### src/sv/mee_pkg.sv
// Shared constants, types and codes of the monomial exponent enumerator.
package mee_pkg;

   localparam int MAX_DIMS     = 8;
   localparam int EXP_BITS     = 4;
   localparam int IDX_BITS     = 19;
   localparam int CFG_BITS     = 4;
   localparam int CSR_IDX_BITS = 4;
   localparam int DIM_BITS     = $clog2(MAX_DIMS + 1);
   localparam int EXP_MAX      = (1 << EXP_BITS) - 1;
   localparam int SUM_BITS     = $clog2(MAX_DIMS * EXP_MAX + 2);
   localparam int QUEUE_DEPTH  = 2;
   localparam int QPTR_BITS    = (QUEUE_DEPTH > 1) ? $clog2(QUEUE_DEPTH) : 1;
   localparam int QCNT_BITS    = $clog2(QUEUE_DEPTH + 1);

   localparam logic [CSR_IDX_BITS-1:0] CSR_DIMENSIONS  = CSR_IDX_BITS'(0);
   localparam logic [CSR_IDX_BITS-1:0] CSR_POWER_ORDER = CSR_IDX_BITS'(1);

   typedef logic [EXP_BITS-1:0] exp_type;

   typedef enum logic {
      OP_ADVANCE = 1'b0,
      OP_RESTART = 1'b1
   } op_type;

   typedef struct packed {
      logic   valid;
      op_type op;
   } cmd_type;

   typedef struct packed {
      logic [DIM_BITS-1:0] dims;
      exp_type             order;
   } cfg_type;

endpackage

### src/sv/mee_channels.sv
// Handshake channel interfaces: request, response and register write.
interface mee_req_if import mee_pkg::*; ();
   logic valid;
   logic ready;
   logic restart;

   modport source (output valid, output restart, input ready);
   modport sink (input valid, input restart, output ready);
endinterface

interface mee_rsp_if import mee_pkg::*; ();
   logic                valid;
   logic                ready;
   exp_type             exponent_0;
   exp_type             exponent_1;
   exp_type             exponent_2;
   exp_type             exponent_3;
   exp_type             exponent_4;
   exp_type             exponent_5;
   exp_type             exponent_6;
   exp_type             exponent_7;
   logic [IDX_BITS-1:0] basis_index;
   logic                last_basis;

   modport source (output valid, output exponent_0, output exponent_1, output exponent_2,
                   output exponent_3, output exponent_4, output exponent_5,
                   output exponent_6, output exponent_7, output basis_index,
                   output last_basis, input ready);
   modport sink (input valid, input exponent_0, input exponent_1, input exponent_2,
                 input exponent_3, input exponent_4, input exponent_5, input exponent_6,
                 input exponent_7, input basis_index, input last_basis, output ready);
endinterface

interface mee_csr_if import mee_pkg::*; ();
   logic                    valid;
   logic                    ready;
   logic [CSR_IDX_BITS-1:0] index;
   logic [CFG_BITS-1:0]     data;

   modport source (output valid, output index, output data, input ready);
   modport sink (input valid, input index, input data, output ready);
endinterface

### src/sv/mee_queue.sv
// Small command queue between the front and the back.
module mee_queue import mee_pkg::*; (
   input  logic    clock,
   input  logic    reset,
   input  cmd_type push,
   input  logic    pop,
   output cmd_type head,
   output logic    full
);

   op_type               mem_ff [QUEUE_DEPTH];
   logic [QPTR_BITS-1:0] wr_ptr_ff, wr_ptr_in;
   logic [QPTR_BITS-1:0] rd_ptr_ff, rd_ptr_in;
   logic [QCNT_BITS-1:0] count_ff, count_in;
   logic                 do_push;
   logic                 do_pop;

   assign full       = (count_ff == QCNT_BITS'(QUEUE_DEPTH));
   assign head.valid = (count_ff != '0);
   assign head.op    = mem_ff[rd_ptr_ff];
   assign do_push    = push.valid && !full;
   assign do_pop     = pop && head.valid;

   always_comb begin
      wr_ptr_in = wr_ptr_ff;
      rd_ptr_in = rd_ptr_ff;
      count_in  = count_ff;
      if (do_push) begin
         wr_ptr_in = (wr_ptr_ff == QPTR_BITS'(QUEUE_DEPTH - 1)) ? '0
                                                               : wr_ptr_ff + 1'b1;
      end
      if (do_pop) begin
         rd_ptr_in = (rd_ptr_ff == QPTR_BITS'(QUEUE_DEPTH - 1)) ? '0
                                                               : rd_ptr_ff + 1'b1;
      end
      if (do_push && !do_pop) begin
         count_in = count_ff + 1'b1;
      end else if (do_pop && !do_push) begin
         count_in = count_ff - 1'b1;
      end
   end

   always_ff @(posedge clock) begin
      if (reset) begin
         wr_ptr_ff <= '0;
         rd_ptr_ff <= '0;
         count_ff  <= '0;
      end else begin
         wr_ptr_ff <= wr_ptr_in;
         rd_ptr_ff <= rd_ptr_in;
         count_ff  <= count_in;
      end
   end

   always_ff @(posedge clock) begin
      if (do_push) begin
         mem_ff[wr_ptr_ff] <= push.op;
      end
   end

endmodule

### src/sv/mee_front.sv
// Request front end: accept beats and classify them as restart or advance.
module mee_front import mee_pkg::*; (
   input  logic      clock,
   input  logic      reset,
   mee_req_if.sink   req_ch,
   input  logic      full,
   output cmd_type   push
);

   logic started_ff, started_in;
   logic accept;

   assign req_ch.ready = !full;
   assign accept       = req_ch.valid && !full;

   // The first beat after reset always starts from the zero tuple.
   assign push.valid = accept;
   assign push.op    = (req_ch.restart || !started_ff) ? OP_RESTART : OP_ADVANCE;
   assign started_in = started_ff || accept;

   always_ff @(posedge clock) begin
      if (reset) begin
         started_ff <= 1'b0;
      end else begin
         started_ff <= started_in;
      end
   end

endmodule

### src/sv/mee_back.sv
// Back end: holds the current tuple, steps it and registers the response.
module mee_back import mee_pkg::*; (
   input  logic       clock,
   input  logic       reset,
   input  cfg_type    cfg,
   input  cmd_type    head,
   output logic       pop,
   mee_rsp_if.source  rsp_ch
);

   exp_type             exp_ff [MAX_DIMS];
   exp_type             exp_in [MAX_DIMS];
   exp_type             nxt [MAX_DIMS];
   logic [IDX_BITS-1:0] idx_ff, idx_in;
   logic                last_ff, last_in;
   logic                valid_ff, valid_in;
   logic [MAX_DIMS-1:0] fit;
   logic                found;

   // Suffix sums from the top active digit down; a digit fits when bumping it
   // keeps the sum of itself and everything above within the order.
   always_comb begin
      logic [SUM_BITS-1:0] acc;
      exp_type             cur;
      acc = '0;
      for (int i = MAX_DIMS - 1; i >= 0; i--) begin
         cur    = (i < int'(cfg.dims)) ? exp_ff[i] : '0;
         acc    = acc + SUM_BITS'(cur);
         fit[i] = (i < int'(cfg.dims)) &&
                  ((SUM_BITS + 1)'(acc) + (SUM_BITS + 1)'(1) <= (SUM_BITS + 1)'(cfg.order));
      end
   end

   // Lowest fitting digit increments, digits below it clear, inactive ones drop.
   always_comb begin
      logic seen;
      seen = 1'b0;
      for (int i = 0; i < MAX_DIMS; i++) begin
         if (i >= int'(cfg.dims)) begin
            nxt[i] = '0;
         end else if (!seen && fit[i]) begin
            nxt[i] = exp_type'(exp_ff[i] + 1'b1);
            seen   = 1'b1;
         end else if (!seen) begin
            nxt[i] = '0;
         end else begin
            nxt[i] = exp_ff[i];
         end
      end
      found = seen;
   end

   assign pop = head.valid && (!valid_ff || rsp_ch.ready);

   always_comb begin
      exp_in   = exp_ff;
      idx_in   = idx_ff;
      last_in  = last_ff;
      valid_in = valid_ff && !rsp_ch.ready;
      if (pop) begin
         valid_in = 1'b1;
         if (head.op == OP_RESTART || !found) begin
            exp_in = '{default: '0};
            idx_in = '0;
         end else begin
            exp_in = nxt;
            idx_in = idx_ff + 1'b1;
         end
         last_in = 1'b0;
         for (int i = 0; i < MAX_DIMS; i++) begin
            if (i == int'(cfg.dims) - 1) begin
               last_in = (exp_in[i] == cfg.order);
            end
         end
      end
   end

   always_ff @(posedge clock) begin
      if (reset) begin
         valid_ff <= 1'b0;
         exp_ff   <= '{default: '0};
         idx_ff   <= '0;
         last_ff  <= 1'b0;
      end else begin
         valid_ff <= valid_in;
         exp_ff   <= exp_in;
         idx_ff   <= idx_in;
         last_ff  <= last_in;
      end
   end

   assign rsp_ch.valid       = valid_ff;
   assign rsp_ch.exponent_0  = exp_ff[0];
   assign rsp_ch.exponent_1  = exp_ff[1];
   assign rsp_ch.exponent_2  = exp_ff[2];
   assign rsp_ch.exponent_3  = exp_ff[3];
   assign rsp_ch.exponent_4  = exp_ff[4];
   assign rsp_ch.exponent_5  = exp_ff[5];
   assign rsp_ch.exponent_6  = exp_ff[6];
   assign rsp_ch.exponent_7  = exp_ff[7];
   assign rsp_ch.basis_index = idx_ff;
   assign rsp_ch.last_basis  = last_ff;

endmodule

### src/sv/monomial_exponent_enumerator.sv
// Top level of the monomial exponent enumerator: registers, front, queue, back.
//
//   channel   dir   payload                                   beat taken when
//   req_ch    in    restart                                   valid && ready
//   rsp_ch    out   exponent_0..7, basis_index, last_basis    valid && ready
//   csr_ch    in    index, data                               valid && ready
//
// One tuple per cycle unless rsp_ch stalls; each request is queued, then registered.
// The next tuple comes from a suffix-sum and lowest-fit pick in the back end.
// csr_ch.ready is always high.
// A stalled response fills the two-entry queue, then req_ch.ready drops.
module monomial_exponent_enumerator import mee_pkg::*; (
   input  logic       clock,
   input  logic       reset,
   mee_req_if.sink    req_ch,
   mee_rsp_if.source  rsp_ch,
   mee_csr_if.sink    csr_ch
);

   logic [CFG_BITS-1:0] dims_ff, dims_in;
   logic [CFG_BITS-1:0] order_ff, order_in;
   cfg_type             cfg;
   cmd_type             push;
   cmd_type             head;
   logic                full;
   logic                pop;

   assign csr_ch.ready = 1'b1;

   always_comb begin
      dims_in  = dims_ff;
      order_in = order_ff;
      if (csr_ch.valid) begin
         case (csr_ch.index)
            CSR_DIMENSIONS:  dims_in  = csr_ch.data;
            CSR_POWER_ORDER: order_in = csr_ch.data;
            default: ;
         endcase
      end
   end

   always_ff @(posedge clock) begin
      if (reset) begin
         dims_ff  <= CFG_BITS'(1);
         order_ff <= CFG_BITS'(1);
      end else begin
         dims_ff  <= dims_in;
         order_ff <= order_in;
      end
   end

   // Clamp dimensions into 1..MAX_DIMS and the order into the exponent range.
   always_comb begin
      if (dims_ff == '0) begin
         cfg.dims = DIM_BITS'(1);
      end else if (int'(dims_ff) > MAX_DIMS) begin
         cfg.dims = DIM_BITS'(MAX_DIMS);
      end else begin
         cfg.dims = DIM_BITS'(dims_ff);
      end
      if (int'(order_ff) > EXP_MAX) begin
         cfg.order = exp_type'(EXP_MAX);
      end else begin
         cfg.order = exp_type'(order_ff);
      end
   end

   mee_front u_front (
      .clock  (clock),
      .reset  (reset),
      .req_ch (req_ch),
      .full   (full),
      .push   (push)
   );

   mee_queue u_queue (
      .clock (clock),
      .reset (reset),
      .push  (push),
      .pop   (pop),
      .head  (head),
      .full  (full)
   );

   mee_back u_back (
      .clock  (clock),
      .reset  (reset),
      .cfg    (cfg),
      .head   (head),
      .pop    (pop),
      .rsp_ch (rsp_ch)
   );

endmodule

### src/flat_wrapper.sv
// flat-port wrapper written by rule: the top's interface ports become plain ports
module monomial_exponent_enumerator_flat import mee_pkg::*;
  (clock, reset, req_ch_valid, req_ch_restart, req_ch_ready, rsp_ch_valid, rsp_ch_exponent_0, rsp_ch_exponent_1, rsp_ch_exponent_2, rsp_ch_exponent_3, rsp_ch_exponent_4, rsp_ch_exponent_5, rsp_ch_exponent_6, rsp_ch_exponent_7, rsp_ch_basis_index, rsp_ch_last_basis, rsp_ch_ready, csr_ch_valid, csr_ch_index, csr_ch_data, csr_ch_ready);
  mee_req_if req_ch_i ();
  mee_rsp_if rsp_ch_i ();
  mee_csr_if csr_ch_i ();
  input  logic clock;
  input  logic reset;
  input wire logic [$bits(req_ch_i.valid)-1:0] req_ch_valid;
  input wire logic [$bits(req_ch_i.restart)-1:0] req_ch_restart;
  output wire logic [$bits(req_ch_i.ready)-1:0] req_ch_ready;
  output wire logic [$bits(rsp_ch_i.valid)-1:0] rsp_ch_valid;
  output wire logic [$bits(rsp_ch_i.exponent_0)-1:0] rsp_ch_exponent_0;
  output wire logic [$bits(rsp_ch_i.exponent_1)-1:0] rsp_ch_exponent_1;
  output wire logic [$bits(rsp_ch_i.exponent_2)-1:0] rsp_ch_exponent_2;
  output wire logic [$bits(rsp_ch_i.exponent_3)-1:0] rsp_ch_exponent_3;
  output wire logic [$bits(rsp_ch_i.exponent_4)-1:0] rsp_ch_exponent_4;
  output wire logic [$bits(rsp_ch_i.exponent_5)-1:0] rsp_ch_exponent_5;
  output wire logic [$bits(rsp_ch_i.exponent_6)-1:0] rsp_ch_exponent_6;
  output wire logic [$bits(rsp_ch_i.exponent_7)-1:0] rsp_ch_exponent_7;
  output wire logic [$bits(rsp_ch_i.basis_index)-1:0] rsp_ch_basis_index;
  output wire logic [$bits(rsp_ch_i.last_basis)-1:0] rsp_ch_last_basis;
  input wire logic [$bits(rsp_ch_i.ready)-1:0] rsp_ch_ready;
  input wire logic [$bits(csr_ch_i.valid)-1:0] csr_ch_valid;
  input wire logic [$bits(csr_ch_i.index)-1:0] csr_ch_index;
  input wire logic [$bits(csr_ch_i.data)-1:0] csr_ch_data;
  output wire logic [$bits(csr_ch_i.ready)-1:0] csr_ch_ready;
  assign req_ch_i.valid = req_ch_valid;
  assign req_ch_i.restart = req_ch_restart;
  assign req_ch_ready = req_ch_i.ready;
  assign rsp_ch_valid = rsp_ch_i.valid;
  assign rsp_ch_exponent_0 = rsp_ch_i.exponent_0;
  assign rsp_ch_exponent_1 = rsp_ch_i.exponent_1;
  assign rsp_ch_exponent_2 = rsp_ch_i.exponent_2;
  assign rsp_ch_exponent_3 = rsp_ch_i.exponent_3;
  assign rsp_ch_exponent_4 = rsp_ch_i.exponent_4;
  assign rsp_ch_exponent_5 = rsp_ch_i.exponent_5;
  assign rsp_ch_exponent_6 = rsp_ch_i.exponent_6;
  assign rsp_ch_exponent_7 = rsp_ch_i.exponent_7;
  assign rsp_ch_basis_index = rsp_ch_i.basis_index;
  assign rsp_ch_last_basis = rsp_ch_i.last_basis;
  assign rsp_ch_i.ready = rsp_ch_ready;
  assign csr_ch_i.valid = csr_ch_valid;
  assign csr_ch_i.index = csr_ch_index;
  assign csr_ch_i.data = csr_ch_data;
  assign csr_ch_ready = csr_ch_i.ready;
  monomial_exponent_enumerator u_core (.clock(clock), .reset(reset), .req_ch(req_ch_i), .rsp_ch(rsp_ch_i), .csr_ch(csr_ch_i));
endmodule
### config.mk
export PLATFORM = sky130hd
export DESIGN_NAME = monomial_exponent_enumerator_flat
export DESIGN_NICKNAME = d
export VERILOG_FILES = /design/src/sv/mee_pkg.sv /design/src/sv/mee_channels.sv /design/src/sv/mee_queue.sv /design/src/sv/mee_front.sv /design/src/sv/mee_back.sv /design/src/sv/monomial_exponent_enumerator.sv /design/src/flat_wrapper.sv
export SDC_FILE = /design/constraint.sdc
export NUM_CORES = 1
export LEC_CHECK = 0
export BUFFER_PORTS_ARGS = -buffer_cell sky130_fd_sc_hd__buf_2
export CORE_AREA = 4 4 123 125
export DETAILED_ROUTE_END_ITERATION = 16
export DIE_AREA = 0 0 127 129
export PLACE_DENSITY_LB_ADDON = 0.3
export SLEW_MARGIN = 20
export SYNTH_ARGS = -nofsm -noshare
export SYNTH_HDL_FRONTEND = slang
export SYNTH_SLANG_ARGS = --single-unit
export TNS_END_PERCENT = 10
### constraint.sdc
create_clock -name clock -period 12.4 [get_ports clock]
set_input_delay 1.24 -clock clock [delete_from_list [all_inputs] [get_ports clock]]
set_output_delay 1.24 -clock clock [all_outputs]
set_load 0.02 [all_outputs]
# Yosys cells after proc, flatten, opt, wreduce, memory -nomap -nowiden

Memories as Yosys holds them, arrays and structs flattened. A register that Yosys moved wholly into a read port is not among the register bits.
Cells that the tools add are included.

Bits in registers: 66
RAM bits: 2
Output and inout port bits: 55
Word-level logic and storage cells: 206
Memories kept: 1

Add/subtract/negate cells: 29
$lt $le $gt $ge: 25
Eq/ne operators: 17
Muxes and demuxes: 70
Reductions and logical operators: 47

Memories:

| name                  | depth | bits a word | rd ports | clocked after memory_dff | wr ports | RTL line        | RTL |
|---|---|---|---|---|---|---|---|
| u_core.u_queue.mem_ff | 2     | 1           | 1        | 1                        | 1        | mee_queue.sv:11 | `op_type mem_ff [QUEUE_DEPTH];` |

Operator list:

| cell                                                             | number |
|---|---|
| 2-to-1 mux 4 bit                                                 | 33 |
| 2-to-1 mux 32 bit                                                | 2 |
| adder 7 x 1 -> 8 bit, second input constant                      | 5 |
| less-or-equal comparator 8 x 4 -> 1 bit                          | 5 |
| adder 4 x 1 -> 4 bit, second input constant                      | 8 |
| == test 4 bit                                                    | 8 |
| zero test 32 bit                                                 | 1 |
| 2-to-1 mux 1 bit                                                 | 32 |
| adder 7 x 4 -> 7 bit                                             | 4 |
| logical AND 1 bit                                                | 22 |
| == test 4 x 5 -> 1 bit, first input constant                     | 4 |
| adder 19 x 1 -> 19 bit, second input constant                    | 1 |
| 2-to-1 mux 19 bit                                                | 1 |
| greater-or-equal comparator 3 x 4 -> 1 bit, first input constant | 4 |
| < comparator 3 x 4 -> 1 bit, first input constant                | 4 |
| zero test 1 bit                                                  | 14 |
| == test 3 x 5 -> 1 bit, first input constant                     | 2 |
| greater-or-equal comparator 1 x 4 -> 1 bit, first input constant | 2 |
| greater-or-equal comparator 2 x 4 -> 1 bit, first input constant | 2 |
| zero test 4 bit                                                  | 2 |
| < comparator 1 x 4 -> 1 bit, first input constant                | 2 |
| < comparator 2 x 4 -> 1 bit, first input constant                | 2 |
| adder 6 x 1 -> 7 bit, second input constant                      | 1 |
| adder 6 x 4 -> 7 bit                                             | 1 |
| 19 further kinds                                                 | 26 |

# Longest topological paths before layout

Word-level depth: 58
Mapped depth: 38
Mapped depth without buffers: 35

# By module

A second synthesis with hierarchy kept.

Cell total of the unflattened synthesis: 996
Area total of the unflattened synthesis: 7674.9 um^2

By module, submodules not included:

| module                       | instances | cells each | area an instance (um^2) |
|---|---|---|---|
| mee_back                     | 1         | 920        | 6921.6 |
| monomial_exponent_enumerator | 1         | 42         | 400.4 |
| mee_queue                    | 1         | 28         | 291.5 |
| mee_front                    | 1         | 6          | 61.3 |

# Worst setup path after synthesis

No wires, ideal clock.

Path type: register to register
Start point: register u_core.dims_ff[3]
End point: register u_core.u_back.last_ff (netlist: u_core.u_back.rsp_ch.last_basis)
Setup time: 117 ps
Arrival time: 8788 ps
Required time: 12283 ps
Path slack: 3495 ps
Stages on the path, launching flop included: 35
Path buffers: 3
Cells stage by stage: dfxtp_1 clkbuf_1 clkbuf_1 and2_1 ha_1 fa_1 fa_1 fa_1 inv_1 fa_1 inv_1 fa_1 inv_1 fa_1 fa_1 inv_1 ha_1 ha_1 nor2b_1 o21a_1 o21a_1 o21ai_0 nand2b_1 nor4b_1 nor4_1 a221oi_2 o31ai_4 buf_6 nand2_1 mux2_2 a211oi_1 a31oi_1 a211oi_1 o211ai_1 a32o_1

Longest elaborated chain between the ends: 58

Ends and longest elaborated chain:

| item                           | RTL line                           | RTL |
|---|---|---|
| start: declaration             | monomial_exponent_enumerator.sv:20 | `logic [CFG_BITS-1:0] dims_ff, dims_in;` |
| start signal: assignment       | monomial_exponent_enumerator.sv:47 | `dims_ff <= dims_in;` |
| greater-than comparator 4 bit  | monomial_exponent_enumerator.sv:56 | `end else if (int'(dims_ff) > MAX_DIMS) begin` |
| 2-to-1 mux 4 bit               | monomial_exponent_enumerator.sv:56 |  |
| 2-to-1 mux 4 bit (*)           | monomial_exponent_enumerator.sv:54 | `if (dims_ff == '0) begin` |
| < comparator 3 x 4 -> 1 bit    | mee_back.sv:27, mee_back.sv:29     |  |
| 2-to-1 mux 4 bit               | mee_back.sv:27                     | `cur = (i < int'(cfg.dims)) ? exp_ff[i] : '0;` |
| adder 4 x 4 -> 5 bit           | mee_back.sv:28                     | `acc = acc + SUM_BITS'(cur);` |
| adder 5 x 4 -> 6 bit           | mee_back.sv:28                     |  |
| adder 6 x 4 -> 7 bit           | mee_back.sv:28                     |  |
| [... 36 more ...]              | n/a                                |  |
| 2-to-1 mux 1 bit               | mee_back.sv:39                     | `if (i >= int'(cfg.dims)) begin` |
| zero test 1 bit                | mee_back.sv:62                     | `if (head.op == OP_RESTART \|\| !found) begin` |
| logical OR 1 bit               | mee_back.sv:62                     |  |
| 2-to-1 mux 32 bit              | mee_back.sv:62                     |  |
| 2-to-1 mux 32 bit              | mee_back.sv:60                     | `if (pop) begin` |
| == test 4 bit                  | mee_back.sv:72                     | `last_in = (exp_in[i] == cfg.order);` |
| 2-to-1 mux 1 bit (7 in series) | mee_back.sv:71                     | `if (i == int'(cfg.dims) - 1) begin` |
| 2-to-1 mux 1 bit (*)           | mee_back.sv:71                     |  |
| end signal: assignment         | mee_back.sv:88                     | `last_ff <= last_in;` |
| end: declaration               | mee_back.sv:15                     | `logic last_ff, last_in;` |

Mark *: on every way between the ends. The rest lies on a longest branch, timed or not. The select of a mux whose other input is x is not followed.
A chain may end at the register's enable or synchronous reset.

# Worst setup path after layout

Same ends and word-level chain as after synthesis.

==> run summary <==
TritonCTS clock tree - built
Hpwl dp - 15500 um
DR WL/cell - 17.5 um
Post-Syn Instances - 972
HP Class - reg2reg
Iter 0 DRT Violations - 585
Setup TNS - 0 ns
Maximum VDD drop - 0.000176 V
Post-Syn Nets - 1076
Routing usage on met1 - 36.5%
Total core area - 13900 um^2
Nets - 1126
WHS Path Cells - 2
Status - completed
Vias in the first global route - 7184
Max Root-Sink Buffers - 2
Register area - 1400 um^2
Sequential area share after synthesis - 18.4%
CP top delay family - adder cells
CP max FO - 21
Worst Hold End - u_core.u_front.started_ff$_SDFF_PP0_
Crit. End Element - flip-flop
Period utilization - 82.3%
Vias - 7568
Port bufs - 67
Pwr dens - 98.5 nW/um^2
FF-to-FF path depth - 35
Distinct cell type count after synthesis - 94
First-pass GRT wire length - 35400 um
Slowest CP cell - a31oi_1
RSZ-0062 raised after global routing - no
Final setup vio count - 0
RR Startpoint - u_core.dims_ff[3]$_SDFFE_PP0P_
Placer Congestion - 0.922
Initial antenna violation count - 1
Worst-Margin Slew - 0.959 ns
Worst Setup SP - u_core.dims_ff[3]$_SDFFE_PP0P_
Starting Density - 54.8%
Pleak - 0.00373 uW
Num rows - 43
Die height - 129 um
Number of flops mapped to enable cells by yosys - 2
Hold Crit Start - u_core.u_front.started_ff$_SDFF_PP0_
GR peak layer - met2
Total iterations of the first detailed-routing run - 7
H-tree levels - 3
Io pins - 69
Largest net degree at the start of global routing - 51
WP data required - 12.69 ns
Most used cell, CP - ha_1
Area of the multi-input gates - 5930 um^2
Critical setup path kind - reg2reg
Worst-Skew Late Latency - 0.34 ns
Die width - 127 um
Post-cts gate resize count - 0
Clock transition at path regs - 0.06 ns
Antenna cells - 0
Worst hold margin - 0.477 ns
Setup Fix Bufs, Post-CTS - 0
Synth Cell Area - 7610 um^2
Cts bufs inserted - 9
Vias per inst - 6.27
Remaining DRCs - 0
Avg Inst Size Synth - 7.83 um^2
CP peak stage delay - 0.56 ns
GRT overflow - 0
Max Cap Viol - 0
Worst R2R Setup Slack - 2.19 ns
Syn-to-layout area delta - 10.3%
Stages on worst setup path - 35
Share of layout cells above drive strength 1 - 12.2%
Worst rel slew slack - 35.4%
Arrival time of the worst setup path - 10.49 ns
Ys async rst share - 0%
Root Driver - clkbuf_16
Startpoint types - flip-flop
GRT Total Usage - 26.1%
Die footprint - 16400 um^2
Final slew viol count - 0
TritonCTS Sinks - 69
Reg2reg end - u_core.u_back.rsp_ch.last_basis$_SDFFE_PP0P_
Synth warn - 0
Setup Skew - 0.00715 ns
Post-route cell area - 8400 um^2
Fillers - 1287
Final hold vios - 0
CTS Hold Bufs - 0
#FFs+latches synth - 69
Sum of buffers and inverters on the critical path - 1
Clock period minus worst slack - 10.21 ns
Final wirelength - 21100 um
Met2 global-route usage - 40.1%
Met3 GRT Util - 5.73%
Placed instance area - 8050 um^2
Final ANT Viol Nets - 0
Synth Flop Type - dfxtp_1
F_max - 98.0 MHz
## final cells by class
type	count	share of cell area, %
inverters	29	1.30
multi-input cells	838	70.7
clock buffers	11	2.89
flip-flops and latches	69	16.7
repair buffers	75	4.75
clock inverters	5	0.999
well taps	180	2.68
## worst max-delay path by stage
stage,slack (ns),end
after global placement,2.66,u_core.u_back.rsp_ch.last_basis$_SDFFE_PP0P_
after floorplan,3.50,u_core.u_back.rsp_ch.last_basis$_SDFFE_PP0P_
after detailed placement,2.35,u_core.u_back.rsp_ch.last_basis$_SDFFE_PP0P_
after CTS,2.32,u_core.u_back.rsp_ch.last_basis$_SDFFE_PP0P_
final,2.19,u_core.u_back.rsp_ch.last_basis$_SDFFE_PP0P_
after global routing,1.43,u_core.u_back.rsp_ch.last_basis$_SDFFE_PP0P_
## cell usage in the layout (no fill, tap or decap), drive strengths merged, types with 4 or more instances in the layout
cell and instances:
o31ai 5, nor2b 33, mux2i 16, a21o 14, o211ai 5, and2 19, xor2 38, a31oi 12
nand2 64, or4 6, clkbuf 11, nand2b 20, o21ai 45, a211o 7, or3 9, nor2 113
a211oi 5, a41oi 5, a41o 4, fa 7, ha 83, nor3b 4, o21a 13, buf 75
dfxtp 67, a32oi 4, nand3 45, and3 15, a22oi 8, xnor2 43, a21oi 74, nor3 32
mux2 4, nor4 12, inv 30, nand4 21
## worst register-to-register path: cells and delay by family (launching register included)
family,cells,cell delay (ns)
DFF,1,0.48
and+or+nand+nor,7,1.58
AOI/OAI and AO/OA,10,2.15
adders and majority gates,9,2.95
xor gates and xnor gates,8,2.76
buffers and inverters,1,0.23
## metal layers
layer | part of all wire, % | wire (um)
met5 | 0.057 | 12
met4 | 2.8 | 583
met3 | 8.0 | 1680
met2 | 44 | 9280
met1 | 45 | 9570
## report_power, final
part | switching, uW | internal (uW) | total, uW | leakage (uW)
logic | 199 | 88.2 | 287 | 0.00302
registers | 15.1 | 237 | 253 | 0.000559
clock network | 105 | 182 | 287 | 0.000152
total | 319 | 508 | 827 | 0.00373
## cells by family after synthesis
logic type,Yosys count,share of synthesized area [%]
other,1,0.0493
flip-flops,69,18.4
AO/OA/AOI/OAI,237,21.7
XOR/XNOR,84,10.7
multiplexers,20,2.70
adder cells (fa/ha/maj),90,15.5
AND/OR/NAND/NOR,406,27.3
buffers and inverters,65,3.67
## metrics by stage
stage	setup WS (ns)	util [%]	total power, uW	std cells
after detailed placement	2.35	58.0	532	1190
final	2.19	60.5	827	1207
after global routing	1.43	60.5	865	1207
after global placement	2.66	58.0	530	1190
after floorplan	3.50	-	471	972
after CTS	2.32	60.4	820	1206
## flip-flops by register name, indices dropped and copies added, names as in the netlist, named ones only
| register | count |
|---|---|
| u_core.dims_ff | 4 |
| u_core.order_ff | 4 |
| u_core.u_back.rsp_ch.basis_index | 19 |
| u_core.u_back.rsp_ch.exponent_0 | 4 |
| u_core.u_back.rsp_ch.exponent_1 | 4 |
| u_core.u_back.rsp_ch.exponent_2 | 4 |
| u_core.u_back.rsp_ch.exponent_3 | 4 |
| u_core.u_back.rsp_ch.exponent_4 | 4 |
| u_core.u_back.rsp_ch.exponent_5 | 4 |
| u_core.u_back.rsp_ch.exponent_6 | 4 |
| u_core.u_back.rsp_ch.exponent_7 | 4 |
| u_core.u_back.rsp_ch.last_basis | 1 |
| u_core.u_back.rsp_ch.valid | 1 |
| u_core.u_front.started_ff | 1 |
| u_core.u_queue.count_ff | 2 |
| u_core.u_queue.mem_ff | 2 |
| u_core.u_queue.rd_ptr_ff | 1 |
| u_core.u_queue.wr_ptr_ff | 1 |
## synthesized netlist by cell type (5+ instances only)
master / count / area [um^2]
nand2_1: 61 / 229
nand2b_1: 20 / 125
a211o_1: 7 / 61.3
xnor2_1: 41 / 359
nand4_1: 21 / 131
and2_1: 18 / 113
nor3_1: 31 / 155
mux2i_1: 16 / 160
fa_1: 7 / 140
clkbuf_1: 27 / 101
a22oi_1: 8 / 60.1
a211oi_1: 5 / 37.5
nor2b_1: 33 / 206
a21o_1: 14 / 105
inv_1: 28 / 105
o21a_1: 13 / 97.6
dfxtp_1: 67 / 1340
and3_1: 14 / 87.6
ha_1: 83 / 1040
a41oi_1: 5 / 43.8
or4_1: 6 / 45.0
a31oi_1: 12 / 75.1
or3_1: 8 / 50.1
o21ai_0: 43 / 215
a21oi_1: 69 / 345
nor4_1: 12 / 75.1
nor2_1: 111 / 417
xor2_1: 37 / 324
nand3_1: 45 / 225
No activity file was read; power rests on OpenSTA's default activity.
